$ cat src/rcem_pkg.sv
// Shared types, constants and a helper function of the edge marker.
// No dependencies; used by every module of the block but rcem_ram.
package rcem_pkg;

  localparam int MAX_WIDTH   = 256;
  localparam int MAX_HEIGHT  = 256;
  localparam int COORD_W     = 8;
  localparam int CHAN_W      = 8;
  localparam int PIX_W       = 3 * CHAN_W;
  localparam int ADDR_W      = 2 * COORD_W;
  localparam int MEM_DEPTH   = MAX_WIDTH * MAX_HEIGHT;
  localparam int DIM_W       = 9;
  localparam int THR_W       = 19;
  localparam int SQ_W        = 2 * CHAN_W;
  localparam int NUM_SQ      = 6;
  localparam int NUM_CELLS   = 4;
  localparam int WIN_SIZE    = 9;
  localparam int CNT_W       = 4;
  localparam int QUEUE_DEPTH = 4;
  localparam int QPTR_W      = $clog2(QUEUE_DEPTH);
  localparam int CFG_IDX_W   = 2;

  typedef enum logic [CFG_IDX_W-1:0] {
    REG_FRAME_WIDTH    = 2'd0,
    REG_FRAME_HEIGHT   = 2'd1,
    REG_EDGE_THRESHOLD = 2'd2
  } reg_idx_t;

  typedef enum logic {
    OP_WRITE = 1'b0,
    OP_QUERY = 1'b1
  } op_t;

  typedef enum logic [1:0] {
    B_IDLE,
    B_FETCH,
    B_ENERGY,
    B_RESULT
  } back_state_t;

  // One classified item as it waits between front and back.
  // cells flags which of the four touching cells lie inside the frame, in
  // the order (x-1,y-1), (x-1,y), (x,y-1), (x,y).
  typedef struct packed {
    op_t                      op;
    logic [COORD_W-1:0]       col;
    logic [COORD_W-1:0]       row;
    logic [PIX_W-1:0]         pixel;
    logic [NUM_CELLS-1:0]     cells;
  } cmd_t;

  function automatic logic [SQ_W-1:0] abs_sq(input logic [CHAN_W-1:0] a,
                                             input logic [CHAN_W-1:0] b);
    logic [CHAN_W-1:0] d;
    d = (a > b) ? (a - b) : (b - a);
    return SQ_W'(d) * SQ_W'(d);
  endfunction

endpackage

$ cat src/rcem_front.sv
// Front end: configuration registers, input acceptance and classification.
// Depends on rcem_pkg; feeds rcem_queue and supplies the threshold to rcem_back.
module rcem_front (
  input  logic                          clk,
  input  logic                          rst,
  input  logic                          cfg_valid,
  output logic                          cfg_ready,
  input  logic [rcem_pkg::CFG_IDX_W-1:0] cfg_index,
  input  logic [rcem_pkg::THR_W-1:0]    cfg_data,
  input  logic                          in_valid,
  output logic                          in_stall,
  input  logic                          kind,
  input  logic [rcem_pkg::COORD_W-1:0]  col,
  input  logic [rcem_pkg::COORD_W-1:0]  row,
  input  logic [rcem_pkg::CHAN_W-1:0]   red,
  input  logic [rcem_pkg::CHAN_W-1:0]   green,
  input  logic [rcem_pkg::CHAN_W-1:0]   blue,
  input  logic                          q_full,
  output logic                          q_push,
  output rcem_pkg::cmd_t                q_cmd,
  output logic [rcem_pkg::THR_W-1:0]    threshold
);

  logic [rcem_pkg::DIM_W-1:0] frame_width;
  logic [rcem_pkg::DIM_W-1:0] frame_height;
  logic [rcem_pkg::DIM_W-1:0] w_eff;
  logic [rcem_pkg::DIM_W-1:0] h_eff;
  logic [rcem_pkg::DIM_W-1:0] col_ext;
  logic [rcem_pkg::DIM_W-1:0] row_ext;
  logic                       x_lo_ok;
  logic                       x_hi_ok;
  logic                       y_lo_ok;
  logic                       y_hi_ok;

  assign cfg_ready = 1'b1;

  always_ff @(posedge clk) begin
    if (rst) begin
      frame_width  <= rcem_pkg::DIM_W'(256);
      frame_height <= rcem_pkg::DIM_W'(256);
      threshold    <= rcem_pkg::THR_W'(2000);
    end else if (cfg_valid && cfg_ready) begin
      case (cfg_index)
        rcem_pkg::REG_FRAME_WIDTH:    frame_width  <= cfg_data[rcem_pkg::DIM_W-1:0];
        rcem_pkg::REG_FRAME_HEIGHT:   frame_height <= cfg_data[rcem_pkg::DIM_W-1:0];
        rcem_pkg::REG_EDGE_THRESHOLD: threshold    <= cfg_data;
        default: ;
      endcase
    end
  end

  // The frame in use never reaches past the store.
  assign w_eff = (frame_width > rcem_pkg::DIM_W'(rcem_pkg::MAX_WIDTH)) ?
                 rcem_pkg::DIM_W'(rcem_pkg::MAX_WIDTH) : frame_width;
  assign h_eff = (frame_height > rcem_pkg::DIM_W'(rcem_pkg::MAX_HEIGHT)) ?
                 rcem_pkg::DIM_W'(rcem_pkg::MAX_HEIGHT) : frame_height;

  assign col_ext = rcem_pkg::DIM_W'(col);
  assign row_ext = rcem_pkg::DIM_W'(row);

  // A cell at column cx exists when cx+1 < width; for cx = x-1 that is x < width.
  assign x_lo_ok = (col != '0) && (col_ext < w_eff);
  assign x_hi_ok = (col_ext + rcem_pkg::DIM_W'(1)) < w_eff;
  assign y_lo_ok = (row != '0) && (row_ext < h_eff);
  assign y_hi_ok = (row_ext + rcem_pkg::DIM_W'(1)) < h_eff;

  assign in_stall = q_full;
  assign q_push   = in_valid && !in_stall;

  always_comb begin
    q_cmd.op    = rcem_pkg::op_t'(kind);
    q_cmd.col   = col;
    q_cmd.row   = row;
    q_cmd.pixel = {red, green, blue};
    q_cmd.cells = {x_hi_ok && y_hi_ok, x_hi_ok && y_lo_ok,
                   x_lo_ok && y_hi_ok, x_lo_ok && y_lo_ok};
  end

endmodule

$ cat config.mk
export PLATFORM = sky130hd
export DESIGN_NAME = rcem_front
export DESIGN_NICKNAME = d
export VERILOG_FILES = /design/src/rcem_pkg.sv /design/src/rcem_front.sv
export SDC_FILE = /design/constraint.sdc
export NUM_CORES = 1
export LEC_CHECK = 0
export BUFFER_PORTS_ARGS = -buffer_cell sky130_fd_sc_hd__clkbuf_2
export CAP_MARGIN = 10
export CORE_MARGIN = 5
export CORE_UTILIZATION = 47
export CTS_CLUSTER_SIZE = 20
export DETAILED_ROUTE_END_ITERATION = 7
export PLACE_DENSITY = 0.91
export SYNTH_ARGS = -nofsm -noshare
export SYNTH_HDL_FRONTEND = slang
export SYNTH_SLANG_ARGS = --single-unit
$ cat constraint.sdc
create_clock -name clk -period 2.6 [get_ports clk]
set_input_delay 0.26 -clock clk [delete_from_list [all_inputs] [get_ports clk]]
set_output_delay 0.26 -clock clk [all_outputs]
set_load 0.05 [all_outputs]
# ---- Word level (Yosys, flattened, before mapping)
# Cells that the tools add are included.
dict set report word_totals {
  ff_bits 37
  in_bits 67
  wordCells 29
}
dict set report classes {
  addsub 2
  order_cmp 6
  n_eq_ne 2
  mux 2
  reduce_logical 14
}
# op count
set op_table {}
lappend op_table {{adder 8 x 1 -> 9 bit, second input constant} 2}
lappend op_table {{greater-than comparator 9 bit, second input constant} 2}
lappend op_table {{< comparator 8 x 9 -> 1 bit} 2}
lappend op_table {{< comparator 9 bit} 2}
lappend op_table {{two-way mux 9 bit} 2}
lappend op_table {{nonzero test 8 bit} 2}
lappend op_table {{logical AND 1 bit} 7}
lappend op_table {{AND reduction 2 bit} 3}
lappend op_table {{== test 2 x 1 -> 1 bit, second input constant} 1}
lappend op_table {{== test 2 bit, second input constant} 1}
lappend op_table {{logical NOT 2 bit} 1}
lappend op_table {{logical NOT 1 bit} 1}

# ---- Longest topological paths before layout
dict set report depth {
  depth_word 5
  mapped_depth 9
  ltp_nobuf 9
}

# ---- Worst setup path before layout
# OpenSTA, ideal clock, no wires.
dict set report synth_path {
  path_type {reg2out}
  startpoint {register frame_width[8] (netlist name)}
  endpoint {output port q_cmd[0] (netlist name)}
  arrival_time_ps 2401
  required_time_ps 2340
  setup_slack_ps -61
  path_stages_with_launch 8
  cell_sequence {dfxtp_1 inv_1 nand2_1 ha_1 a21oi_1 a21oi_1 a211o_1 nor3_1}
}
# element line
set synth_lines {}
lappend synth_lines {{from (decl)} rcem_front.sv:24} ;# logic [rcem_pkg::DIM_W-1:0] frame_width;
lappend synth_lines {{from (signal assigned)} rcem_front.sv:39} ;# frame_width <= rcem_pkg::DIM_W'(256);
lappend synth_lines {{from (signal assigned)} rcem_front.sv:44} ;# rcem_pkg::REG_FRAME_WIDTH: frame_width <= cfg_data[rcem_pkg::DIM_W-1:0];
lappend synth_lines {{to (decl)} rcem_front.sv:20} ;# output rcem_pkg::cmd_t q_cmd,

==> flow_metrics.tcl <==
set metrics [dict create \
    status "complete, no violations" \
    drc_errors 0 \
    ant_nets 0 \
    maxCapViolations 0 \
    clockRootBuffer "clkbuf_8" \
    top_layer "met4" \
    worst_pin_slew_ns 0.683 \
    grt_pass1_wl_mm 9.99 \
    setup_violations 0 \
    numPortBuffers 82 \
    ys_ff_latch 37 \
    routabilityCongestion 0.835 \
    grt_overflow 0 \
    core_mm2 0.00554 \
    io-pin-count 134 \
    synthCells 327 \
    timing.final.crit_period_ns 2.50 \
    grt_pass1_vias 2253 \
    cp_data_required_time_ns 2.34 \
    rows 27 \
    wl_met3_um 526 \
    end_kind "output pin" \
    area_delta_synth_final_pct 11.7 \
    met2_length_mm 2.91 \
    die_w_um 85.8 \
    fin_crit_sh_pct 96.0 \
    die_h_um 85.8 \
    syn_area_mm2 0.00270 \
    max_freq_mhz 401 \
    synth_cell_type_count 42 \
    cts_tree "built" \
    fin_area_mm2 0.00302 \
    initial_utilization_pct 48.8 \
    arrival_ns 2.24 \
    layout-drive-gt1-share_pct 29.9 \
    fin_nets 470 \
    grt_usage_pct 16.7 \
    path_clk_slew_ns 0.07 \
    clkSinkCount 37 \
    synth.most_common_cell "nand2_1" \
    yosys-top-cells-count "62 x nand2_1, 45 x buf_4, 37 x dfxtp_1, 34 x ha_1, 25 x nor2_1" \
    r2r_cells 4 \
    synthArstFlopShare_pct 0 \
    p_leak_nw 1.42 \
    critPathLaunch "frame_height[8]" \
    syn_nets 428 \
    hold_class "in -> reg" \
    diodes 0 \
    vias 2319 \
    synth_area_leader_cell "dfxtp_1" \
    path_max_fanout 10 \
    ir_drop_mv 0.365 \
    synth_edf_count 0 \
    antenna_found_initial 0 \
    reg2reg_from "frame_width[8]" \
    synth_area_leaders "dfxtp_1 27%, ha_1 16%, buf_4 12%, nand2_1 8.6%, mux2i_1 5.9%" \
    whs_path_depth 3 \
    place_inst 432 \
    clock_latency_ns 0.28 \
    viasPerCell 5.27 \
    synth_flop_cell "dfxtp_1" \
    path_class "reg -> out" \
    synth_warnings 0 \
    avgSynthCellArea_um2 8.27 \
    fin_worst_skew_ns 0 \
    finalMaxSlewViolations 0 \
    fin_cells 440 \
    synth_top_area_share_pct 27.4 \
    p_per_area_mw_per_mm2 444 \
    wirelength_met1_mm 2.59 \
    placed_cell_area_mm2 0.00287 \
    wl_per_cell_um 13.9 \
    drtIter0Drc 121 \
    routed_wl_mm 6.11 \
    dpl.hpwl_mm 4.91 \
    die_area_mm2 0.00737 \
    numCtsBuffers 5 \
    fin_setup_tns_ns 0 \
    clock_path_buffers 2 \
    hold_viol_final 0 \
    cts_hold_buf 0 \
    yosysSeqAreaShare_pct 27.4 \
    whs_ns 0.193 \
    htreeDepth 2 \
    relSlewSlack_pct 54.5 \
    grt_max_degree 38 \
    hp-start "cfg_data[17]" \
    cp-start-kind "register" \
    drt-pass1-iter-count 6 \
]
-- critical path: stages, from the launching register on --
cell,delay [ns]
dfxtp_1,0.35
inv_4,0.11
nand2_1,0.09
ha_1,0.32
a211oi_2,0.24
o221ai_1,0.18
a211o_1,0.34
nor2_1,0.14
buf_6,0.17
-- cells in the final DEF, fill, tap and decap left out, types with 4 or more instances in the layout --
master	n
clkbuf_2	78
nand2_1	62
dfxtp_1	36
ha_1	33
nor2_1	22
a21oi_1	18
mux2i_1	16
xnor2_1	8
nand3b_1	7
clkbuf_8	6
nand3_1	5
nand4_1	5
a211o_1	5
buf_4	5
inv_1	4
xor2_1	4
o21ai_0	4
-- through the flow --
stage	util [%]	setup slack, ns	power (mW)
after floorplan	-	0.0684	0.984
after global placement	51.8	0.0378	0.964
after detailed placement	51.8	-0.0157	0.980
after CTS	53.6	0.0112	1.35
after global routing	54.5	-0.0396	1.42
final	54.5	0.104	1.34
-- logic make-up (layout without fill, tap and decap cells) --
kind of cell    Yosys count  in the layout  synth area share, %
simple gates            127            127                 22.7
buf+inv                  60            101                 14.7
compound gates           40             40                 9.49
flops                    37             37                 27.4
fa+ha+maj                34             34                 15.7
mux                      16             16                 5.92
xor+xnor                 12             12                 3.89
other cells               1              1                0.139
-- flip-flops by register name, summed over array words and instances (netlist names) --
| signal | cells |
|---|---|
| frame_width | 9 |
| threshold | 19 |
| frame_height | 9 |
-- repair_timing --
action / CTS / global route
setup endpoints to repair: 4 / 4
gates resized for setup: 4 / 20
pin swaps: 0 / 5
hold endpoints to repair: 0 / 0
buffers inserted: 2 / 0
-- final timing paths --
path	slack, ns	endpoint
worst max-delay path	0.10	q_cmd[3]
worst min-delay path	0.19	threshold[17]
worst max register to register	1.61	frame_width[8]
worst min register to register	0.45	threshold[2]
-- cell type report --
type / instances / area, um2
fillers: 517 / 2520
multi-input cells: 230 / 1610
flip-flops and latches: 37 / 742
repair buffers: 87 / 472
well taps: 72 / 90.1
clock buffers: 5 / 68.8
inverters: 8 / 32.5
clock inverters: 1 / 5.00
-- report_power, final --
group / leakage, nW / internal [mW] / switching, mW
logic: 1.08 / 0.127 / 0.254
registers: 0.301 / 0.588 / 0.0129
clock network: 0.0399 / 0.176 / 0.181
-- routing by layer --
layer	vias up	track usage [%]
li1	1168	-
met1	1056	20.4
met2	85	27.4
met3	10	5.67
met4	0	5.47
met5	-	0
Note: power is estimated with default switching activity, not from simulation.
