### src/rcem_pkg.sv
// Shared types, constants and a helper function of the edge marker.
// No dependencies; used by every module of the block but rcem_ram.
package rcem_pkg;

  localparam int MAX_WIDTH   = 256;
  localparam int MAX_HEIGHT  = 256;
  localparam int COORD_W     = 8;
  localparam int CHAN_W      = 8;
  localparam int PIX_W       = 3 * CHAN_W;
  localparam int ADDR_W      = 2 * COORD_W;
  localparam int MEM_DEPTH   = MAX_WIDTH * MAX_HEIGHT;
  localparam int DIM_W       = 9;
  localparam int THR_W       = 19;
  localparam int SQ_W        = 2 * CHAN_W;
  localparam int NUM_SQ      = 6;
  localparam int NUM_CELLS   = 4;
  localparam int WIN_SIZE    = 9;
  localparam int CNT_W       = 4;
  localparam int QUEUE_DEPTH = 4;
  localparam int QPTR_W      = $clog2(QUEUE_DEPTH);
  localparam int CFG_IDX_W   = 2;

  typedef enum logic [CFG_IDX_W-1:0] {
    REG_FRAME_WIDTH    = 2'd0,
    REG_FRAME_HEIGHT   = 2'd1,
    REG_EDGE_THRESHOLD = 2'd2
  } reg_idx_t;

  typedef enum logic {
    OP_WRITE = 1'b0,
    OP_QUERY = 1'b1
  } op_t;

  typedef enum logic [1:0] {
    B_IDLE,
    B_FETCH,
    B_ENERGY,
    B_RESULT
  } back_state_t;

  // One classified item as it waits between front and back.
  // cells flags which of the four touching cells lie inside the frame, in
  // the order (x-1,y-1), (x-1,y), (x,y-1), (x,y).
  typedef struct packed {
    op_t                      op;
    logic [COORD_W-1:0]       col;
    logic [COORD_W-1:0]       row;
    logic [PIX_W-1:0]         pixel;
    logic [NUM_CELLS-1:0]     cells;
  } cmd_t;

  function automatic logic [SQ_W-1:0] abs_sq(input logic [CHAN_W-1:0] a,
                                             input logic [CHAN_W-1:0] b);
    logic [CHAN_W-1:0] d;
    d = (a > b) ? (a - b) : (b - a);
    return SQ_W'(d) * SQ_W'(d);
  endfunction

endpackage

### src/rcem_back.sv
// Back end: stores pixels, fetches the 3x3 neighborhood of a query and
// evaluates the four Roberts-cross cells. Depends on rcem_pkg; drives the
// frame RAM and the result register.
module rcem_back (
  input  logic                         clk,
  input  logic                         rst,
  input  logic                         q_valid,
  input  rcem_pkg::cmd_t               q_head,
  output logic                         q_pop,
  input  logic [rcem_pkg::THR_W-1:0]   threshold,
  output logic                         ram_we,
  output logic [rcem_pkg::ADDR_W-1:0]  ram_addr,
  output logic [rcem_pkg::PIX_W-1:0]   ram_wdata,
  input  logic [rcem_pkg::PIX_W-1:0]   ram_rdata,
  output logic                         out_valid,
  input  logic                         out_stall,
  output logic                         is_edge,
  output logic [rcem_pkg::COORD_W-1:0] out_col,
  output logic [rcem_pkg::COORD_W-1:0] out_row
);

  rcem_pkg::back_state_t state;
  rcem_pkg::back_state_t state_next;

  logic [rcem_pkg::COORD_W-1:0]   qx;
  logic [rcem_pkg::COORD_W-1:0]   qy;
  logic [rcem_pkg::NUM_CELLS-1:0] qcells;
  logic [rcem_pkg::CNT_W-1:0]     cnt;
  logic [1:0]                     dx;
  logic [1:0]                     dy;
  logic                           rd_issued;
  logic [rcem_pkg::PIX_W-1:0]     win [rcem_pkg::WIN_SIZE];
  logic [rcem_pkg::SQ_W-1:0]      sq [rcem_pkg::NUM_SQ];
  logic [rcem_pkg::SQ_W-1:0]      sq_comb [rcem_pkg::NUM_SQ];
  logic [1:0]                     sq_cell;
  logic                           sq_valid;
  logic                           hot;
  logic [rcem_pkg::THR_W-1:0]     energy;
  logic [rcem_pkg::PIX_W-1:0]     pa;
  logic [rcem_pkg::PIX_W-1:0]     pb;
  logic [rcem_pkg::PIX_W-1:0]     pc;
  logic [rcem_pkg::PIX_W-1:0]     pd;
  logic                           fetch_issue;
  logic                           energy_issue;
  logic                           load_out;
  logic [rcem_pkg::COORD_W-1:0]   fetch_col;
  logic [rcem_pkg::COORD_W-1:0]   fetch_row;

  // Next state.
  always_comb begin
    state_next = state;
    case (state)
      rcem_pkg::B_IDLE: begin
        if (q_valid && (q_head.op == rcem_pkg::OP_QUERY)) begin
          state_next = rcem_pkg::B_FETCH;
        end
      end
      rcem_pkg::B_FETCH: begin
        if (cnt == rcem_pkg::CNT_W'(rcem_pkg::WIN_SIZE)) begin
          state_next = rcem_pkg::B_ENERGY;
        end
      end
      rcem_pkg::B_ENERGY: begin
        if (cnt == rcem_pkg::CNT_W'(rcem_pkg::NUM_CELLS)) begin
          state_next = rcem_pkg::B_RESULT;
        end
      end
      rcem_pkg::B_RESULT: begin
        if (!out_valid || !out_stall) begin
          state_next = rcem_pkg::B_IDLE;
        end
      end
      default: state_next = rcem_pkg::B_IDLE;
    endcase
  end

  assign fetch_col = qx + rcem_pkg::COORD_W'(dx) - rcem_pkg::COORD_W'(1);
  assign fetch_row = qy + rcem_pkg::COORD_W'(dy) - rcem_pkg::COORD_W'(1);

  // Outputs of the state machine.
  always_comb begin
    q_pop        = 1'b0;
    ram_we       = 1'b0;
    ram_addr     = {fetch_col, fetch_row};
    ram_wdata    = q_head.pixel;
    fetch_issue  = 1'b0;
    energy_issue = 1'b0;
    load_out     = 1'b0;
    case (state)
      rcem_pkg::B_IDLE: begin
        q_pop    = q_valid;
        ram_we   = q_valid && (q_head.op == rcem_pkg::OP_WRITE);
        ram_addr = {q_head.col, q_head.row};
      end
      rcem_pkg::B_FETCH: begin
        fetch_issue = (cnt < rcem_pkg::CNT_W'(rcem_pkg::WIN_SIZE));
      end
      rcem_pkg::B_ENERGY: begin
        energy_issue = (cnt < rcem_pkg::CNT_W'(rcem_pkg::NUM_CELLS));
      end
      rcem_pkg::B_RESULT: begin
        load_out = !out_valid || !out_stall;
      end
      default: ;
    endcase
  end

  // Pixels of the cell under evaluation, taken from fixed window taps.
  // The window holds the neighborhood in column-major order from (x-1,y-1).
  always_comb begin
    case (cnt[1:0])
      2'd0: begin pa = win[0]; pb = win[4]; pc = win[3]; pd = win[1]; end
      2'd1: begin pa = win[1]; pb = win[5]; pc = win[4]; pd = win[2]; end
      2'd2: begin pa = win[3]; pb = win[7]; pc = win[6]; pd = win[4]; end
      default: begin pa = win[4]; pb = win[8]; pc = win[7]; pd = win[5]; end
    endcase
    for (int ch = 0; ch < 3; ch++) begin
      sq_comb[2*ch]   = rcem_pkg::abs_sq(pa[ch*rcem_pkg::CHAN_W +: rcem_pkg::CHAN_W],
                                         pb[ch*rcem_pkg::CHAN_W +: rcem_pkg::CHAN_W]);
      sq_comb[2*ch+1] = rcem_pkg::abs_sq(pc[ch*rcem_pkg::CHAN_W +: rcem_pkg::CHAN_W],
                                         pd[ch*rcem_pkg::CHAN_W +: rcem_pkg::CHAN_W]);
    end
  end

  always_comb begin
    energy = '0;
    for (int i = 0; i < rcem_pkg::NUM_SQ; i++) begin
      energy = energy + rcem_pkg::THR_W'(sq[i]);
    end
  end

  // Control registers.
  always_ff @(posedge clk) begin
    if (rst) begin
      state     <= rcem_pkg::B_IDLE;
      cnt       <= '0;
      rd_issued <= 1'b0;
      sq_valid  <= 1'b0;
      out_valid <= 1'b0;
    end else begin
      state     <= state_next;
      rd_issued <= fetch_issue;
      sq_valid  <= energy_issue;
      if (state_next != state) begin
        cnt <= '0;
      end else begin
        cnt <= cnt + rcem_pkg::CNT_W'(1);
      end
      if (load_out) begin
        out_valid <= 1'b1;
      end else if (!out_stall) begin
        out_valid <= 1'b0;
      end
    end
  end

  // Datapath registers.
  always_ff @(posedge clk) begin
    if (state == rcem_pkg::B_IDLE) begin
      qx     <= q_head.col;
      qy     <= q_head.row;
      qcells <= q_head.cells;
      dx     <= '0;
      dy     <= '0;
      hot    <= 1'b0;
    end else begin
      if (fetch_issue) begin
        if (dy == 2'd2) begin
          dy <= '0;
          dx <= dx + 2'd1;
        end else begin
          dy <= dy + 2'd1;
        end
      end
      // A cell outside the frame may see unwritten pixels; its mask keeps it out.
      if (sq_valid && qcells[sq_cell] && (energy > threshold)) begin
        hot <= 1'b1;
      end
    end
    if (rd_issued) begin
      for (int i = 0; i < rcem_pkg::WIN_SIZE - 1; i++) begin
        win[i] <= win[i+1];
      end
      win[rcem_pkg::WIN_SIZE-1] <= ram_rdata;
    end
    if (energy_issue) begin
      sq      <= sq_comb;
      sq_cell <= cnt[1:0];
    end
    if (load_out) begin
      is_edge <= hot;
      out_col <= qx;
      out_row <= qy;
    end
  end

endmodule

### config.mk
export PLATFORM = sky130hd
export DESIGN_NAME = rcem_back
export DESIGN_NICKNAME = d
export VERILOG_FILES = /design/src/rcem_pkg.sv /design/src/rcem_back.sv
export SDC_FILE = /design/constraint.sdc
export NUM_CORES = 1
export LEC_CHECK = 0
export ABC_AREA = 1
export BUFFER_PORTS_ARGS = -buffer_cell sky130_fd_sc_hd__buf_2
export CAP_MARGIN = 40
export CELL_PAD_IN_SITES_DETAIL_PLACEMENT = 1
export CELL_PAD_IN_SITES_GLOBAL_PLACEMENT = 1
export CORE_ASPECT_RATIO = 0.5
export CORE_MARGIN = 1
export CORE_UTILIZATION = 50
export DETAILED_ROUTE_END_ITERATION = 10
export PLACE_DENSITY_LB_ADDON = 0.05
export SLEW_MARGIN = 20
export SYNTH_ARGS = -nofsm -noshare
export SYNTH_HDL_FRONTEND = slang
export SYNTH_SLANG_ARGS = --single-unit
### constraint.sdc
create_clock -name clk -period 10.9 [get_ports clk]
set_input_delay 0.545 -clock clk [delete_from_list [all_inputs] [get_ports clk]]
set_output_delay 0.545 -clock clk [all_outputs]
set_load 0.1 [all_outputs]
* Word level (Yosys, flattened, before mapping)
Memories as Yosys holds them, arrays and structs flattened.
Cells that the tools add are included.
Widths: inputs -> output; s select.
** Operators by class
- $add $sub $neg :: 24
- Multiply operators :: 6
- $lt $le $gt $ge :: 10
- Eq/ne operators :: 10
- Multiplexer cells :: 28
- Bitwise logic cells :: 1
- Reduce and logical (&&, ||, !) cells :: 11
** Operators with widths (number)
- $pmux 24 s3 :: 4
- $mul 8x8->16 :: 6
- $sub 8x8->8 :: 12
- $gt 8x8->1 :: 6
- $mux 8 :: 6
- $add 19x16->19 :: 2
- $add 18x16->19 :: 1
- $gt 19x19->1 :: 1
- $add 17x16->18 :: 1
- $add 16x16->17 :: 1
- $add 8x2->8 :: 2
- $mux 16 :: 1
- $sub 8x1->8 const B :: 2
- $mux 1 :: 10
- $mux 2 :: 5
- $eq 2x2->1 const B :: 4
- $pmux 2 s4 :: 1
- $add 2x1->2 const B :: 2
- $add 4x1->4 const B :: 1
- $eq 2x1->1 const B :: 2
- $eq 4x3->1 const B :: 1
- $eq 4x4->1 const B :: 1
- $logic_and 1x1->1 :: 4
- $logic_not 2->1 :: 2
- other kinds (11) :: 12
** Word-level totals
- Bits in registers :: 149
- RAM bits :: 216
- Input port bits :: 92
- Logic and storage cells :: 112
- Memories kept :: 1
** Memory list
- win :: words 9, width 24, rd ports 9, clocked after memory_dff 0, wr ports 9, RTL line rcem_back.sv:32 : logic [rcem_pkg::PIX_W-1:0] win [rcem_pkg::WIN_SIZE];

* Depth between registers and ports, before layout
- Depth after elaboration :: 7
- Depth in mapped cells :: 39

* Least setup slack after synthesis
OpenSTA, ideal clock, no wires.
- Path kind :: register to register
- Start :: register cnt[0] (netlist name)
- End :: register sq[29] (netlist name) (data pin)
- Setup time :: 252 ps
- Data arrival time :: 6314 ps
- Data required time :: 10648 ps
- Path slack :: 4333 ps
- Cell stages (with the launch flop) :: 38
- Buffers on the path :: 2
- Period minus slack after synthesis :: 6567 ps
- Cells stage by stage :: dfxtp_1 > inv_1 > ha_1 > clkbuf_1 > inv_1 > clkbuf_1 > o21ai_0 > o22ai_1 > inv_1 > ha_1 > fa_1 > inv_1 > nand2_1 > nand2_1 > nand2_1 > nand2_1 > nand2_2 > inv_4 > [... 2 more ...] > inv_2 > nor2_1 > inv_1 > fa_1 > inv_1 > fa_1 > inv_1 > fa_1 > fa_1 > inv_1 > ha_1 > a21oi_1 > a21boi_0 > o21ai_0 > nand2_1 > nand2_1 > nand2_1 > nand2_1
** RTL lines
- start, declared :: RTL line rcem_back.sv:28 : logic [rcem_pkg::CNT_W-1:0] cnt;
- start signal, assigned :: RTL line rcem_back.sv:147 : cnt <= cnt + rcem_pkg::CNT_W'(1);
- end signal, assigned :: RTL line rcem_back.sv:187 : sq <= sq_comb;
- end, declared :: RTL line rcem_back.sv:33 : logic [rcem_pkg::SQ_W-1:0] sq [rcem_pkg::NUM_SQ];

==> metrics.md <==
| Metric | Value |
|---|---|
| GRT overflow | 0 |
| Register area share after synthesis | 0.332 |
| Setup repair bufs after CTS | 0 |
| Measured slew at the worst slew-check pin | 0.972 ns |
| CP arrival | 8.42 ns |
| Post-synth EDFFs | 345 |
| Die area | 0.0651 mm2 |
| Worst Reg2Reg Path Length in Cells | 32 |
| CTS Sinks | 359 |
| Critical Path Slowest Stage Cell | o22ai_1 |
| Pre-antenna DRT Iters | 6 |
| Largest net degree at the start of global routing | 143 |
| Final worst-path cycle share | 0.743 |
| Fmax | 0.123 GHz |
| Number of CTS-inserted buffers | 37 |
| DR iter-0 viols | 1664 |
| Initial Util | 0.507 |
| TNS Setup | 0 ns |
| Post-synth ARST share | 0 |
| Flop2flop setup slack | 2.80 ns |
| Worst r2r src | cnt[0] |
| Synthesized area per cell | 8.60 um2 |
| Fin. max-slew vios | 0 |
| Drt wl/cell | 19.7 um |
| Clock buffer depth | 3 |
| DPL Wire Length | 73.5 mm |
| Largest area contributor in the netlist | edfxtp_1 |
| Core region area | 0.0632 mm2 |
| Clock root buffer | clkbuf_16 |
| Yosys warns | 0 |
| Register bit total from synthesis | 359 |
| Fin nets | 4433 |
| Post-Route WL | 91.8 mm |
| Syn Inst Count | 3722 |
| Critical path class | reg -> reg |
| Final min period | 8.10 ns |
| GR Util All Layers | 0.285 |
| Synth area leaders | edfxtp_1 (32%), fa_1 (14%), ha_1 (13%), nand2_1 (11%), inv_1 (8.4%) |
| Top FF cell, synth | edfxtp_1 |
| CTS Hold Buffers Added | 0 |
| CP peak stage delay | 0.68 ns |
| Top Ports | 152 |
| CP startpoint | cnt[0] |
| Vert. Die Dim | 181 um |
| R2r endpoint | sq[44] |
| Max H-tree Level | 2 |
| Critical Path RT | 11.22 ns |
| Post-synth top area share | 0.324 |
| Port Buffers | 103 |
| Clock insertion delay at the later pin of the skew report | 0.59 ns |
| Status | finished, final reports clean |
| Ratio of cells with drive above 1 in the final layout | 0.0746 |
| Row count | 65 |
| Die W | 360 um |
| Resized cells post-CTS | 0 |
| Synthesized cell area | 0.0320 mm2 |
| Most frequent CP cell | nand2_1 |
| First-pass GRT wire length | 145 mm |
| Crit-path max FO | 32 |
| Final count of negative-setup-slack endpoints | 0 |
| Remaining antenna violation count after routing | 0 |
| Initial antenna violation count | 4 |
| CTS tree | built |
| Relative slew slack | 0.347 |
| Reg clk slew, reported paths | 0.08 ns |
| DR vias | 25100 |
| Placer Congestion | 0.923 |
| Yosys cell types | 48 |
| Crit path to | sq[44] |
| Clock Skews | 0.0345 ns |
| Worst Hold Class | in -> reg |
| Crit. End Element | flop |
| Vias per cell | 5.39 |
| Final hold viol count | 0 |
| Unrepaired setup endpoints after global routing | no |
| N_diodes | 0 |
| DR DRC count | 0 |
| Type of origin of the critical path | flop |
| Number of global-route vias before repair | 26400 |
| Area Growth Syn to Fin | 7.97% |
| Max Cap Viol | 0 |
[per-stage QoR]
step / worst slack, ns / utilization / hold WS (ns) / area, um2 / std cells
2_1_floorplan: 4.33 / - / 0.408 / 32000 / 3726
3_3_place_gp: 2.83 / 0.526 / 0.415 / 33200 / 4583
3_5_place_dp: 2.55 / 0.527 / 0.416 / 33300 / 4587
4_1_cts: 2.61 / 0.547 / 0.100 / 34600 / 4655
5_1_grt: 2.11 / 0.547 / 0.104 / 34600 / 4656
6_report: 2.80 / 0.547 / 0.129 / 34600 / 4656
[critical path: cells and delay by family, from the launching register on]
family	cells	cell delay (ns)
AO/OA/AOI/OAI	6	2.05
adder cells (fa/ha/maj)	7	2.99
buffers and inverters	8	1.15
flip-flops	1	0.46
AND/OR/NAND/NOR	11	1.16
[worst min path at each step]
| stage | from | to | depth (start not counted) |
|---|---|---|---|
| 5_1_grt | ram_rdata[18] | win[0][210] | 1 |
| 2_1_floorplan | hot | is_edge | 0 |
| 3_5_place_dp | hot | is_edge | 0 |
| 6_report | ram_rdata[18] | win[0][210] | 1 |
| 3_3_place_gp | hot | is_edge | 0 |
| 4_1_cts | ram_rdata[18] | win[0][210] | 1 |
[area by class of cell]
cell class	instances	area, um2
fill	7581	28600
inverter	734	2770
tap	837	1050
sequential	359	10600
timing repair buffer	120	733
clock inverter	25	269
clock buffer	43	948
multi-input combinational	2538	18200
[per-layer routing]
layer  share of wire  GRT usage
met3           0.068     0.0580
met2            0.43      0.441
met5               0          0
met4           0.014     0.0407
met1            0.49      0.421
[kinds of logic after synthesis]
family                   Yosys count  share of synthesized area
AO/OA/AOI/OAI                    469                     0.0873
XOR/XNOR                         120                     0.0328
AND/OR/NAND/NOR                 1392                      0.178
other                              2                   0.000235
adder cells (fa/ha/maj)          551                      0.268
buffers and inverters            829                      0.102
flip-flops                       359                      0.332
[synthesized netlist by cell type (all sizes together) (8+ instances only)]
cell    number
nand2      969
inv        734
edfxtp     345
ha         326
nor2       250
fa         225
a21oi      144
o21ai      142
nand3      124
o22ai       90
xor2        76
buf         48
clkbuf      47
xnor2       44
a22o        35
nand4       22
o21bai      19
a21boi      15
dfxtp       14
or2         13
nor3         8
[cell usage in the layout (no fill, tap or decap), drive strengths merged, types with 2 or more instances in the layout]
master    count
a21boi       15
a21o          7
a21oi       144
a22o         35
a32oi         6
and3          3
buf         120
bufinv        2
clkbuf       43
clkinv       18
clkinvlp      5
conb          6
dfxtp        14
edfxtp      345
fa          225
ha          326
inv         734
nand2       969
nand3       124
nand4        22
nor2        250
nor3          8
o2111ai       7
o21a          2
o21ai       142
o21bai       19
o22ai        90
or2          13
xnor2        44
xor2         76
[registers in the layout, summed over array words and instances, names as in the netlist]
| name | count |
|---|---|
| out_row | 8 |
| qcells | 4 |
| out_col | 8 |
| sq | 90 |
| qx | 8 |
| out_valid | 1 |
| sq_valid | 1 |
| is_edge | 1 |
| dx | 2 |
| win | 216 |
| sq_cell | 2 |
| cnt | 4 |
| rd_issued | 1 |
| qy | 8 |
| hot | 1 |
| state | 2 |
| dy | 2 |
Power is not shown: default switching activity piles up to over one toggle a cycle in this logic, so the estimate is an artifact.
