**src/rcem_pkg.sv**
```systemverilog
// Shared types, constants and a helper function of the edge marker.
// No dependencies; used by every module of the block but rcem_ram.
package rcem_pkg;

  localparam int MAX_WIDTH   = 256;
  localparam int MAX_HEIGHT  = 256;
  localparam int COORD_W     = 8;
  localparam int CHAN_W      = 8;
  localparam int PIX_W       = 3 * CHAN_W;
  localparam int ADDR_W      = 2 * COORD_W;
  localparam int MEM_DEPTH   = MAX_WIDTH * MAX_HEIGHT;
  localparam int DIM_W       = 9;
  localparam int THR_W       = 19;
  localparam int SQ_W        = 2 * CHAN_W;
  localparam int NUM_SQ      = 6;
  localparam int NUM_CELLS   = 4;
  localparam int WIN_SIZE    = 9;
  localparam int CNT_W       = 4;
  localparam int QUEUE_DEPTH = 4;
  localparam int QPTR_W      = $clog2(QUEUE_DEPTH);
  localparam int CFG_IDX_W   = 2;

  typedef enum logic [CFG_IDX_W-1:0] {
    REG_FRAME_WIDTH    = 2'd0,
    REG_FRAME_HEIGHT   = 2'd1,
    REG_EDGE_THRESHOLD = 2'd2
  } reg_idx_t;

  typedef enum logic {
    OP_WRITE = 1'b0,
    OP_QUERY = 1'b1
  } op_t;

  typedef enum logic [1:0] {
    B_IDLE,
    B_FETCH,
    B_ENERGY,
    B_RESULT
  } back_state_t;

  // One classified item as it waits between front and back.
  // cells flags which of the four touching cells lie inside the frame, in
  // the order (x-1,y-1), (x-1,y), (x,y-1), (x,y).
  typedef struct packed {
    op_t                      op;
    logic [COORD_W-1:0]       col;
    logic [COORD_W-1:0]       row;
    logic [PIX_W-1:0]         pixel;
    logic [NUM_CELLS-1:0]     cells;
  } cmd_t;

  function automatic logic [SQ_W-1:0] abs_sq(input logic [CHAN_W-1:0] a,
                                             input logic [CHAN_W-1:0] b);
    logic [CHAN_W-1:0] d;
    d = (a > b) ? (a - b) : (b - a);
    return SQ_W'(d) * SQ_W'(d);
  endfunction

endpackage

```
**src/rcem_queue.sv**
```systemverilog
// Short command queue that decouples the front end from the back end.
// Depends on rcem_pkg for the command type and depth.
module rcem_queue (
  input  logic           clk,
  input  logic           rst,
  input  logic           push,
  input  rcem_pkg::cmd_t push_cmd,
  output logic           full,
  input  logic           pop,
  output logic           head_valid,
  output rcem_pkg::cmd_t head
);

  rcem_pkg::cmd_t                entries [rcem_pkg::QUEUE_DEPTH];
  logic [rcem_pkg::QPTR_W-1:0]   wr_ptr;
  logic [rcem_pkg::QPTR_W-1:0]   rd_ptr;
  logic [rcem_pkg::QPTR_W:0]     count;
  logic                          do_pop;

  assign full       = (count == (rcem_pkg::QPTR_W+1)'(rcem_pkg::QUEUE_DEPTH));
  assign head_valid = (count != '0);
  assign head       = entries[rd_ptr];
  assign do_pop     = pop && head_valid;

  always_ff @(posedge clk) begin
    if (push) begin
      entries[wr_ptr] <= push_cmd;
    end
  end

  always_ff @(posedge clk) begin
    if (rst) begin
      wr_ptr <= '0;
      rd_ptr <= '0;
      count  <= '0;
    end else begin
      if (push) begin
        wr_ptr <= wr_ptr + rcem_pkg::QPTR_W'(1);
      end
      if (do_pop) begin
        rd_ptr <= rd_ptr + rcem_pkg::QPTR_W'(1);
      end
      if (push && !do_pop) begin
        count <= count + (rcem_pkg::QPTR_W+1)'(1);
      end else if (do_pop && !push) begin
        count <= count - (rcem_pkg::QPTR_W+1)'(1);
      end
    end
  end

endmodule

```
**config.mk**
```make
export PLATFORM = sky130hd
export DESIGN_NAME = rcem_queue
export DESIGN_NICKNAME = d
export VERILOG_FILES = /design/src/rcem_pkg.sv /design/src/rcem_queue.sv
export SDC_FILE = /design/constraint.sdc
export NUM_CORES = 1
export LEC_CHECK = 0
export ABC_AREA = 1
export BUFFER_PORTS_ARGS = -buffer_cell sky130_fd_sc_hd__buf_2
export CAP_MARGIN = 15
export CORE_AREA = 5 5 126 128
export DETAILED_ROUTE_END_ITERATION = 7
export DIE_AREA = 0 0 131 133
export HOLD_SLACK_MARGIN = 0.02
export PLACE_DENSITY_LB_ADDON = 0.08
export SYNTH_ARGS = -nofsm -noshare
export SYNTH_HDL_FRONTEND = slang
export SYNTH_SLANG_ARGS = --single-unit
export TNS_END_PERCENT = 1
```
**constraint.sdc**
```tcl
create_clock -name clk -period 1.91 [get_ports clk]
set_clock_uncertainty 0.1 [all_clocks]
set_input_delay 0.4775 -clock clk [delete_from_list [all_inputs] [get_ports clk]]
set_output_delay 0.4775 -clock clk [all_outputs]
set_load 0.05 [all_outputs]
```
Word-level counts from Yosys, hierarchy flattened
Memories as Yosys holds them, arrays and structs flattened. A register that Yosys moved wholly into a read port is not among the register bits.
Cells that the tools add are included.
Word-level totals
  register bits after elaboration: 7
  RAM bits: 180
  input bits: 49
  output and inout bits: 47
  memories kept: 1
Memories
  entries: words 4, width 45, rd ports 1, clocked after Yosys merged registers in 1, wr ports 1, RTL line rcem_queue.sv:14  | rcem_pkg::cmd_t entries [rcem_pkg::QUEUE_DEPTH];
Cells by class
  add/subtract/negate cells: 4
  eq/ne operators: 1
  multiplexer cells: 6
  reductions and logical operators: 7
Operator list (number)
  $mux 3: 2
  $add 2x1->2 const B: 2
  $mux 2: 2
  $add 3x1->3 const B: 1
  $eq 3x3->1 const B: 1
  $logic_and 1x1->1: 3
  $reduce_bool 3->1: 1
  $sub 3x1->3 const B: 1
  $logic_not 1->1: 2
  $mux 1: 2
  $reduce_bool 2->1: 1

Depth between registers and ports, before layout
Gate-level depths: netlist of the first run.
  depth after elaboration: 5
  depth in mapped cells: 12

Worst setup path after synthesis of the first run
Ideal clock, no wire load.
  path type: reg2out
  start: reg (tool-made name)
  end: out head[0] (netlist name)
  data arrival time: 1485 ps
  path slack: -153 ps
  stages on the path, launching flop included: 6
  buffers on the path: 2
  cells stage by stage: dfxtp_1 buf_6 inv_12 buf_8 o21ai_1 o22ai_1
RTL lines
  end: declaration: RTL line rcem_queue.sv:11  | output rcem_pkg::cmd_t head

==> impl_results.html, run 1 <==
<table>
<tr><th>Metric</th><th>Value</th></tr>
<tr><th colspan="2">Status</th></tr>
<tr><td>Status</td><td>complete, but fails checks</td></tr>
<tr><td>Failing checks</td><td>setup timing</td></tr>
<tr><th colspan="2">Die</th></tr>
<tr><td>Starting utilization of the core area</td><td>0.4929</td></tr>
<tr><td>Area of the die</td><td>17420 um2</td></tr>
<tr><td>Die W</td><td>131 um</td></tr>
<tr><td>Standard cell core area</td><td>14750 um2</td></tr>
<tr><td>Ports placed on the boundary</td><td>96</td></tr>
<tr><td>Number of rows created at floorplan</td><td>45</td></tr>
<tr><td>Height of the die</td><td>133 um</td></tr>
<tr><th colspan="2">Final layout</th></tr>
<tr><td>Final antenna diode count</td><td>0</td></tr>
<tr><td>Most frequent cells in the layout</td><td>sky130_fd_sc_hd__edfxtp_1 (180), sky130_fd_sc_hd__nor2_1 (93), sky130_fd_sc_hd__o21ai_1 (58), sky130_fd_sc_hd__buf_4 (55), sky130_fd_sc_hd__buf_2 (49)</td></tr>
<tr><td>Most common cell after layout, fill and taps aside</td><td>sky130_fd_sc_hd__edfxtp_1</td></tr>
<tr><td>Share of final-layout standard cells stronger than drive strength 1</td><td>0.3167</td></tr>
<tr><td>Non-filler instance count after layout</td><td>829</td></tr>
<tr><td>Syn-to-layout area delta</td><td>25.00%</td></tr>
<tr><td>Number of nets at the end of the flow</td><td>683</td></tr>
<tr><th colspan="2">Critical path</th></tr>
<tr><td>Register-to-Register Path Depth</td><td>8</td></tr>
<tr><td>FF-to-FF setup slack</td><td>160 ps</td></tr>
<tr><td>Worst setup EP type</td><td>output pin</td></tr>
<tr><td>Critical path arrival</td><td>1650 ps</td></tr>
<tr><td>Critical Path Max Stage Delay</td><td>370 ps</td></tr>
<tr><td>Crit Reg-Reg Startpoint</td><td>count[0]$_SDFFE_PP0P_</td></tr>
<tr><td>Cell with the biggest individual delay on the critical path</td><td>sky130_fd_sc_hd__dfxtp_4</td></tr>
<tr><td>Required time reported for the critical path endpoint</td><td>1330 ps</td></tr>
<tr><td>R2R Path End</td><td>count[1]$_SDFFE_PP0P_</td></tr>
<tr><td>Worst-path cell chain</td><td>buf_12 -&gt; buf_6 -&gt; o21ai_1 -&gt; o22ai_1 -&gt; buf_4</td></tr>
<tr><td>Sort of element at the start of the critical path</td><td>flip-flop</td></tr>
<tr><td>Critical path type</td><td>reg -&gt; out</td></tr>
<tr><td>Crit-path max FO</td><td>14</td></tr>
<tr><th colspan="2">GRT</th></tr>
<tr><td>GR Util met2</td><td>0.2847</td></tr>
<tr><td>Layer carrying the most global-route usage</td><td>met2</td></tr>
<tr><td>First-pass GRT wire length</td><td>23030 um</td></tr>
<tr><td>Vias in the first global route</td><td>4507</td></tr>
<tr><td>Total congestion overflow</td><td>0</td></tr>
<tr><td>Met1 global-route usage</td><td>0.2330</td></tr>
<tr><td>Met3 global-route usage</td><td>0.04400</td></tr>
<tr><td>Maximum number of pins on one net before global-route repair</td><td>29</td></tr>
<tr><td>GRT Resource Usage Total</td><td>0.1754</td></tr>
<tr><td>Initial antenna violation count</td><td>1</td></tr>
<tr><th colspan="2">Yosys</th></tr>
<tr><td>Post-synthesis instance area</td><td>7271 um2</td></tr>
<tr><td>Post-Synthesis Net Count</td><td>553</td></tr>
<tr><td>#FFs+latches synth</td><td>189</td></tr>
<tr><td>Portion of the post-synthesis area used by sequential elements</td><td>0.7682</td></tr>
<tr><td>Synth Warn #</td><td>0</td></tr>
<tr><td>Mapped Avg Cell Area</td><td>14.60 um2</td></tr>
<tr><td>Unique cell type count in the Yosys netlist</td><td>22</td></tr>
<tr><td>Synthesized instance count</td><td>498</td></tr>
<tr><th colspan="2">Timing</th></tr>
<tr><td>Fmax</td><td>448.7 MHz</td></tr>
<tr><td>Number of failing hold endpoints at the final stage</td><td>0</td></tr>
<tr><td>Final setup violation count</td><td>45</td></tr>
<tr><td>Unrepaired setup endpoints after global routing</td><td>yes</td></tr>
<tr><td>Transition at the pin with the smallest max-transition slack</td><td>336.9 ps</td></tr>
<tr><td>Worst Hold Margin</td><td>165.7 ps</td></tr>
<tr><td>Clock period minus final worst setup slack</td><td>2229 ps</td></tr>
<tr><td>Max_slew headroom</td><td>0.7754</td></tr>
<tr><td>Final critical-path setup slack</td><td>-318.8 ps</td></tr>
<tr><td>Number of pins with negative max-slew slack in the final report</td><td>0</td></tr>
<tr><td>Final worst path period share</td><td>1.167</td></tr>
<tr><th colspan="2">Clocking</th></tr>
<tr><td># H-tree levels</td><td>4</td></tr>
<tr><td>Hold buffer count at cts</td><td>0</td></tr>
<tr><td>Root buffer cell</td><td>sky130_fd_sc_hd__clkbuf_16</td></tr>
<tr><td>Clk sinks</td><td>189</td></tr>
<tr><td>Number of buffers on the longest clock path</td><td>2</td></tr>
<tr><td>CTS Buf Count</td><td>17</td></tr>
<tr><td>CTS tree</td><td>done</td></tr>
<tr><td>Insertion delay of the later-clocked pin in the worst-skew pair</td><td>420 ps</td></tr>
<tr><td>CTS clock-pin slew for the worst setup and hold paths</td><td>70 ps</td></tr>
<tr><th colspan="2">Placed design</th></tr>
<tr><td>Last weighted congestion value of the routability-driven placer</td><td>0.7298</td></tr>
<tr><td># port buffers</td><td>95</td></tr>
<tr><td>Placed cell count</td><td>788</td></tr>
<tr><td>Post-detail-place hpwl</td><td>9228 um</td></tr>
<tr><th colspan="2">Worst hold path</th></tr>
<tr><td>Hold WC Path Type</td><td>in -&gt; reg</td></tr>
<tr><td>Hold Path Depth</td><td>2</td></tr>
<tr><td>Hold path startpoint</td><td>rst</td></tr>
<tr><td>End point of the most critical hold path</td><td>count[0]$_SDFFE_PP0P_</td></tr>
<tr><th colspan="2">Route</th></tr>
<tr><td>Detailed router's first-iteration violation count</td><td>285</td></tr>
<tr><td>Routed length per placed instance</td><td>18.41 um</td></tr>
<tr><td>Drt total wl</td><td>15260 um</td></tr>
<tr><td>DRC</td><td>0</td></tr>
<tr><td>Drt via density</td><td>5.326</td></tr>
<tr><td>Number of optimization iterations in the first detailed-route pass</td><td>6</td></tr>
<tr><td>Total number of vias</td><td>4415</td></tr>
<tr><td>Final ANT Viol Nets</td><td>0</td></tr>
<tr><th colspan="2">Job</th></tr>
<tr><td>Max-cap viol count</td><td>0</td></tr>
<tr><th colspan="2">Power</th></tr>
<tr><td>Areal power density over the cells</td><td>1392 nW/um2</td></tr>
<tr><td>Largest voltage drop on the vdd net</td><td>0.8265 mV</td></tr>
<tr><td>Static leakage</td><td>3.283 nW</td></tr>
</table>
[area by class of cell]
class | instances | area, um2
repair buffers | 139 | 1229
clock inverters | 14 | 80.08
inverters | 16 | 91.34
well taps | 188 | 235.2
fillers | 1144 | 5663
flip-flops and latches | 189 | 5595
clock buffers | 18 | 429.2
multi-input cells | 265 | 1429
[stage by stage]
step / instance area [um2] / setup WS (ps) / util / setup TNS [ps] / power, mW
after detailed placement: 8109 / 26.37 / 0.5497 / 0 / 8.960
after global routing: 9089 / -395.1 / 0.6161 / -15260 / 13.20
after floorplan: 7277 / -152.8 / - / -14050 / 7.983
after global placement: 8109 / 35.00 / 0.5497 / 0 / 8.899
final: 9089 / -318.8 / 0.6161 / -11840 / 12.66
after CTS: 8801 / -374.9 / 0.5966 / -13340 / 12.33
[metal layers]
layer	routed length (um)	share of wire
met1	6624	0.43
met2	7708	0.51
met3	829	0.054
met4	92	0.0060
met5	7	0.00046
[critical path: cells and delay by family, from the launching register on]
kind,cells,cell delay [ps]
buffers and inverters,3,540
DFF,1,370
AOI/OAI and AO/OA,2,320
[cell usage after synthesis]
master | instances | share of area
sky130_fd_sc_hd__edfxtp_1 | 180 | 0.74
sky130_fd_sc_hd__nor2_1 | 96 | 0.050
sky130_fd_sc_hd__o21ai_1 | 60 | 0.041
sky130_fd_sc_hd__o22ai_1 | 45 | 0.039
sky130_fd_sc_hd__o21ai_0 | 33 | 0.023
sky130_fd_sc_hd__inv_1 | 14 | 0.0072
sky130_fd_sc_hd__nand2_1 | 14 | 0.0072
sky130_fd_sc_hd__dfxtp_1 | 9 | 0.025
sky130_fd_sc_hd__buf_2 | 8 | 0.0055
sky130_fd_sc_hd__buf_6 | 7 | 0.011
sky130_fd_sc_hd__a21oi_1 | 5 | 0.0034
sky130_fd_sc_hd__buf_12 | 5 | 0.014
sky130_fd_sc_hd__ha_1 | 5 | 0.0086
sky130_fd_sc_hd__buf_4 | 4 | 0.0041
sky130_fd_sc_hd__buf_8 | 4 | 0.0083
sky130_fd_sc_hd__nand3_1 | 3 | 0.0021
sky130_fd_sc_hd__clkinv_2 | 1 | 0.00069
sky130_fd_sc_hd__fa_1 | 1 | 0.0028
sky130_fd_sc_hd__inv_12 | 1 | 0.0022
sky130_fd_sc_hd__nand2_2 | 1 | 0.00086
sky130_fd_sc_hd__nor3_1 | 1 | 0.00069
sky130_fd_sc_hd__xor2_1 | 1 | 0.0012
[flip-flops by register name, indices dropped and copies added, names as in the netlist, named ones only]
register  flops
count         3
entries     180
rd_ptr        2
wr_ptr        2
[power breakdown]
group | switching [mW] | internal [mW]
combinational | 3.08 | 1.66
sequential | 0.0943 | 4.77
clock | 1.42 | 1.63
total | 4.59 | 8.07
[repair_timing]
| item | 4_1_cts | 5_1_grt |
|---|---|---|
| setup buffers | 0 | 6 |
| gates resized for setup | 67 | 46 |
| pin swaps | 14 | 8 |
| endpoints found under the setup margin | 46 | 48 |
| endpoints found under the hold margin | 0 | 0 |
| cloned | 0 | 3 |
[worst max-delay path by stage]
stage	startpoint	endpoint	slack [ps]	cells past startpoint
floorplan	flip-flop	head[10]	-150	5
global placement	flip-flop	head[29]	40	5
detailed placement	flip-flop	head[15]	30	5
CTS	flip-flop	head[29]	-370	5
global route	flip-flop	head[21]	-400	6
finish	flip-flop	head[29]	-320	5
[logic make-up (layout without fill, tap and decap cells)]
| group | count (synthesis) | count (layout) | synth area share |
|---|---|---|---|
| AOI/OAI and AO/OA | 143 | 143 | 0.1062 |
| xor gates and xnor gates | 1 | 1 | 0.001205 |
| adders and majority gates | 6 | 6 | 0.01136 |
| buffers and inverters | 44 | 187 | 0.05266 |
| DFF | 189 | 189 | 0.7682 |
| and+or+nand+nor | 115 | 115 | 0.06040 |
(Power assumes the default switching activity.)
==> run 2, diff against run 1 <==
Settings changed: PLACE_DENSITY set to 0.72, PLACE_DENSITY_LB_ADDON 0.08 to not set.
==> run 2 against run 1 <==
The flow still finishes with violations (setup timing); sequential share of layout area down 1.6 points; register-to-register slack worse by 90 ps; die area unchanged; final cell count down 0.48%; critical endpoint is now head[31]; largest power group is now combinational cells.
==> impl_results.html, run 2 (synthesized netlist as in run 1, its figures left out) <==
<table>
<tr><th>Metric</th><th>Value</th></tr>
<tr><th colspan="2">Status</th></tr>
<tr><td>Status</td><td>complete, but fails checks</td></tr>
<tr><td>Failing checks</td><td>setup timing</td></tr>
<tr><th colspan="2">Power</th></tr>
<tr><td>Static leakage</td><td>3.371 nW (+2.7%)</td></tr>
<tr><td>Areal power density over the cells</td><td>1434 nW/um2 (+3.0%)</td></tr>
<tr><td>Largest voltage drop on the vdd net</td><td>0.8929 mV (+8.0%)</td></tr>
<tr><td>Total design power</td><td>13.39 mW (+5.8%)</td></tr>
<tr><th colspan="2">Route</th></tr>
<tr><td>DRC</td><td>0 (unchanged)</td></tr>
<tr><td>Drt total wl</td><td>16690 um (+9.3%)</td></tr>
<tr><td>Total number of vias</td><td>4601 (+4.2%)</td></tr>
<tr><td>Routed length per placed instance</td><td>20.23 um (+9.9%)</td></tr>
<tr><td>Detailed router's first-iteration violation count</td><td>370 (+30%)</td></tr>
<tr><td>Final ANT Viol Nets</td><td>0 (unchanged)</td></tr>
<tr><td>Number of optimization iterations in the first detailed-route pass</td><td>4 (-2)</td></tr>
<tr><td>Drt via density</td><td>5.577 (+4.7%)</td></tr>
<tr><th colspan="2">Placed design</th></tr>
<tr><td>Placed cell count</td><td>776 (-1.5%)</td></tr>
<tr><td>Last weighted congestion value of the routability-driven placer</td><td>0.7753 (+6.2%)</td></tr>
<tr><td>Post-detail-place hpwl</td><td>9202 um (-0.28%)</td></tr>
<tr><td># port buffers</td><td>95 (unchanged)</td></tr>
<tr><td>Pre-CTS setup slack</td><td>-18.00 ps (-44.37 ps)</td></tr>
<tr><th colspan="2">GRT</th></tr>
<tr><td>First-pass GRT wire length</td><td>25190 um (+9.4%)</td></tr>
<tr><td>Maximum number of pins on one net before global-route repair</td><td>29 (unchanged)</td></tr>
<tr><td>Met3 global-route usage</td><td>0.05208 (+0.008074)</td></tr>
<tr><td>GR Util met2</td><td>0.3228 (+0.03809)</td></tr>
<tr><td>Initial antenna violation count</td><td>0 (-1)</td></tr>
<tr><td>GRT Resource Usage Total</td><td>0.1923 (+0.01688)</td></tr>
<tr><td>Met1 global-route usage</td><td>0.2444 (+0.01138)</td></tr>
<tr><td>Layer carrying the most global-route usage</td><td>met2</td></tr>
<tr><td>Total congestion overflow</td><td>0 (unchanged)</td></tr>
<tr><td>Vias in the first global route</td><td>4657 (+3.3%)</td></tr>
<tr><th colspan="2">Final layout</th></tr>
<tr><td>Most common cell after layout, fill and taps aside</td><td>sky130_fd_sc_hd__edfxtp_1</td></tr>
<tr><td>Flip-flop count of the largest register, all copies and words added</td><td>180 (unchanged)</td></tr>
<tr><td>Syn-to-layout area delta</td><td>28.38%</td></tr>
<tr><td>Non-filler instance count after layout</td><td>825 (-0.48%)</td></tr>
<tr><td>Top flop regs</td><td>entries x180, count x3</td></tr>
<tr><td>Post-Route Utilization</td><td>0.6327 (+0.01663)</td></tr>
<tr><td>Final antenna diode count</td><td>0 (unchanged)</td></tr>
<tr><td>Share of final-layout standard cells stronger than drive strength 1</td><td>0.3407 (+0.02397)</td></tr>
<tr><td>Register bank with the most flops</td><td>entries</td></tr>
<tr><td>Number of nets at the end of the flow</td><td>679 (-0.59%)</td></tr>
<tr><td>Most frequent cells in the layout</td><td>sky130_fd_sc_hd__edfxtp_1 (180), sky130_fd_sc_hd__nor2_1 (79), sky130_fd_sc_hd__o21ai_1 (64), sky130_fd_sc_hd__buf_2 (50), sky130_fd_sc_hd__buf_4 (34)</td></tr>
<tr><th colspan="2">Clocking</th></tr>
<tr><td>CTS tree</td><td>done</td></tr>
<tr><td>Number of buffers on the longest clock path</td><td>2 (unchanged)</td></tr>
<tr><td>Root buffer cell</td><td>sky130_fd_sc_hd__clkbuf_16</td></tr>
<tr><td>CTS clock-pin slew for the worst setup and hold paths</td><td>80 ps (about the same)</td></tr>
<tr><td># H-tree levels</td><td>4 (unchanged)</td></tr>
<tr><td>Insertion delay of the later-clocked pin in the worst-skew pair</td><td>420 ps (about the same)</td></tr>
<tr><td>Hold buffer count at cts</td><td>0 (unchanged)</td></tr>
<tr><td>Clk sinks</td><td>189 (unchanged)</td></tr>
<tr><td>CTS Buf Count</td><td>17 (unchanged)</td></tr>
<tr><th colspan="2">Critical path</th></tr>
<tr><td>Crit Reg-Reg Startpoint</td><td>count[1]$_SDFFE_PP0P_</td></tr>
<tr><td>Worst path top cell family by delay</td><td>buffers and inverters</td></tr>
<tr><td>Total number of cells along the worst setup path</td><td>6 (+1)</td></tr>
<tr><td>Cell with the biggest individual delay on the critical path</td><td>sky130_fd_sc_hd__dfxtp_4</td></tr>
<tr><td>Worst setup EP type</td><td>output pin</td></tr>
<tr><td>Required time reported for the critical path endpoint</td><td>1330 ps (about the same)</td></tr>
<tr><td>Critical path arrival</td><td>1650 ps (about the same)</td></tr>
<tr><td>Worst-path cell chain</td><td>buf_12 -&gt; buf_12 -&gt; buf_16 -&gt; nor2_1 -&gt; o22ai_1 -&gt; buf_4</td></tr>
<tr><td>Worst Path Buf+Inv</td><td>4 (+1)</td></tr>
<tr><td>Most repeated library cell on the critical path</td><td>sky130_fd_sc_hd__buf_12</td></tr>
<tr><td>Crit-path max FO</td><td>6 (-8)</td></tr>
<tr><td>Sort of element at the start of the critical path</td><td>flip-flop</td></tr>
<tr><td>Critical path type</td><td>reg -&gt; out</td></tr>
<tr><td>Critical Path Max Stage Delay</td><td>370 ps (about the same)</td></tr>
<tr><td>Register-to-Register Path Depth</td><td>12 (+4)</td></tr>
<tr><th colspan="2">Worst hold path</th></tr>
<tr><td>Hold path startpoint</td><td>push_cmd[31]</td></tr>
<tr><td>Hold WC Path Type</td><td>in -&gt; reg</td></tr>
<tr><td>Hold Path Depth</td><td>1 (-1)</td></tr>
<tr><th colspan="2">Timing</th></tr>
<tr><td>Fmax</td><td>448.0 MHz (-0.16%)</td></tr>
<tr><td>Unrepaired setup endpoints after global routing</td><td>yes</td></tr>
<tr><td>Max_slew headroom</td><td>0.8126 (+0.03722)</td></tr>
<tr><td>Clock period minus final worst setup slack</td><td>2232 ps (+3.495 ps)</td></tr>
<tr><td>Final setup violation count</td><td>45 (unchanged)</td></tr>
<tr><td>Number of pins with negative max-slew slack in the final report</td><td>0 (unchanged)</td></tr>
<tr><td>Number of failing hold endpoints at the final stage</td><td>0 (unchanged)</td></tr>
<tr><td>Final critical-path setup slack</td><td>-322.3 ps (-3.495 ps)</td></tr>
<tr><td>Final worst path period share</td><td>1.169 (+0.001830)</td></tr>
<tr><td>Transition at the pin with the smallest max-transition slack</td><td>280.7 ps (-56.23 ps)</td></tr>
<tr><th colspan="2">Die</th></tr>
<tr><td>Area of the die</td><td>17420 um2 (unchanged)</td></tr>
<tr><td>Die W</td><td>131 um (unchanged)</td></tr>
<tr><td>Height of the die</td><td>133 um (unchanged)</td></tr>
<tr><td>Standard cell core area</td><td>14750 um2 (unchanged)</td></tr>
<tr><td>Ports placed on the boundary</td><td>96 (unchanged)</td></tr>
<tr><td>Starting utilization of the core area</td><td>0.4929 (unchanged)</td></tr>
<tr><td>Number of rows created at floorplan</td><td>45 (unchanged)</td></tr>
<tr><th colspan="2">Job</th></tr>
<tr><td>Max-cap viol count</td><td>0 (unchanged)</td></tr>
</table>
-- run 2: cell count changes in the layout (fill, tap and decap cells not counted), moves of 7 or more --
cell	delta
sky130_fd_sc_hd__nor2_2	+13
sky130_fd_sc_hd__clkinv_1	-7
sky130_fd_sc_hd__o22ai_2	+7
sky130_fd_sc_hd__nor2_1	-14
sky130_fd_sc_hd__o21ai_2	-12
sky130_fd_sc_hd__buf_4	-21
sky130_fd_sc_hd__o22ai_1	-7
-- run 2: repair_timing --
action                     CTS  global route
gates cloned                 5             4
buffers inserted             8             0
resized for setup          104            28
setup endpoints to repair   47            49
pin swaps                   26            23
hold endpoints to repair     0             0
-- run 2: layout make-up --
| class | instances | area [um2] |
|---|---|---|
| Tap cell | 188 | 235.2 |
| Inverter | 16 | 73.82 |
| Fill cell | 1042 | 5418 |
| Clock buffer | 17 | 425.4 |
| Sequential cell | 189 | 5593 |
| Timing Repair inverter | 1 | 8.758 |
| Multi-Input combinational cell | 265 | 1470 |
| Timing Repair Buffer | 134 | 1378 |
| Clock inverter | 15 | 150.1 |
-- run 2: final timing paths --
check | endpoint | slack [ps]
worst max-delay path | head[31] | -320
worst min-delay path | entries[0][31]$_DFFE_PP_ | 160
worst max register to register | count[2]$_SDFFE_PP0P_ | 70
worst min register to register | flip-flop | 410
-- run 2: through the flow --
| step | setup TNS, ps | hold WS (ps) | area (um2) |
|---|---|---|---|
| floorplan | -14050 | 358.7 | 7277 |
| global placement | 0 | 373.8 | 8044 |
| detailed placement | -18.00 | 399.2 | 8044 |
| CTS | -13460 | 149.0 | 9168 |
| global route | -15760 | 146.8 | 9334 |
| finish | -12920 | 162.6 | 9334 |
-- run 2: metal layers --
layer / vias to the layer above / part of all wire
met5: - / 0
met3: 21 / 0.062
met2: 141 / 0.52
li1: 2126 / -
met1: 2313 / 0.40
met4: 0 / 0.014
-- run 2: power breakdown --
group	total (mW)	leakage, nW	switching, mW	internal, mW
combinational	5.14	1.36	3.28	1.86
clock	3.38	0.278	1.64	1.74
sequential	4.87	1.73	0.0980	4.77
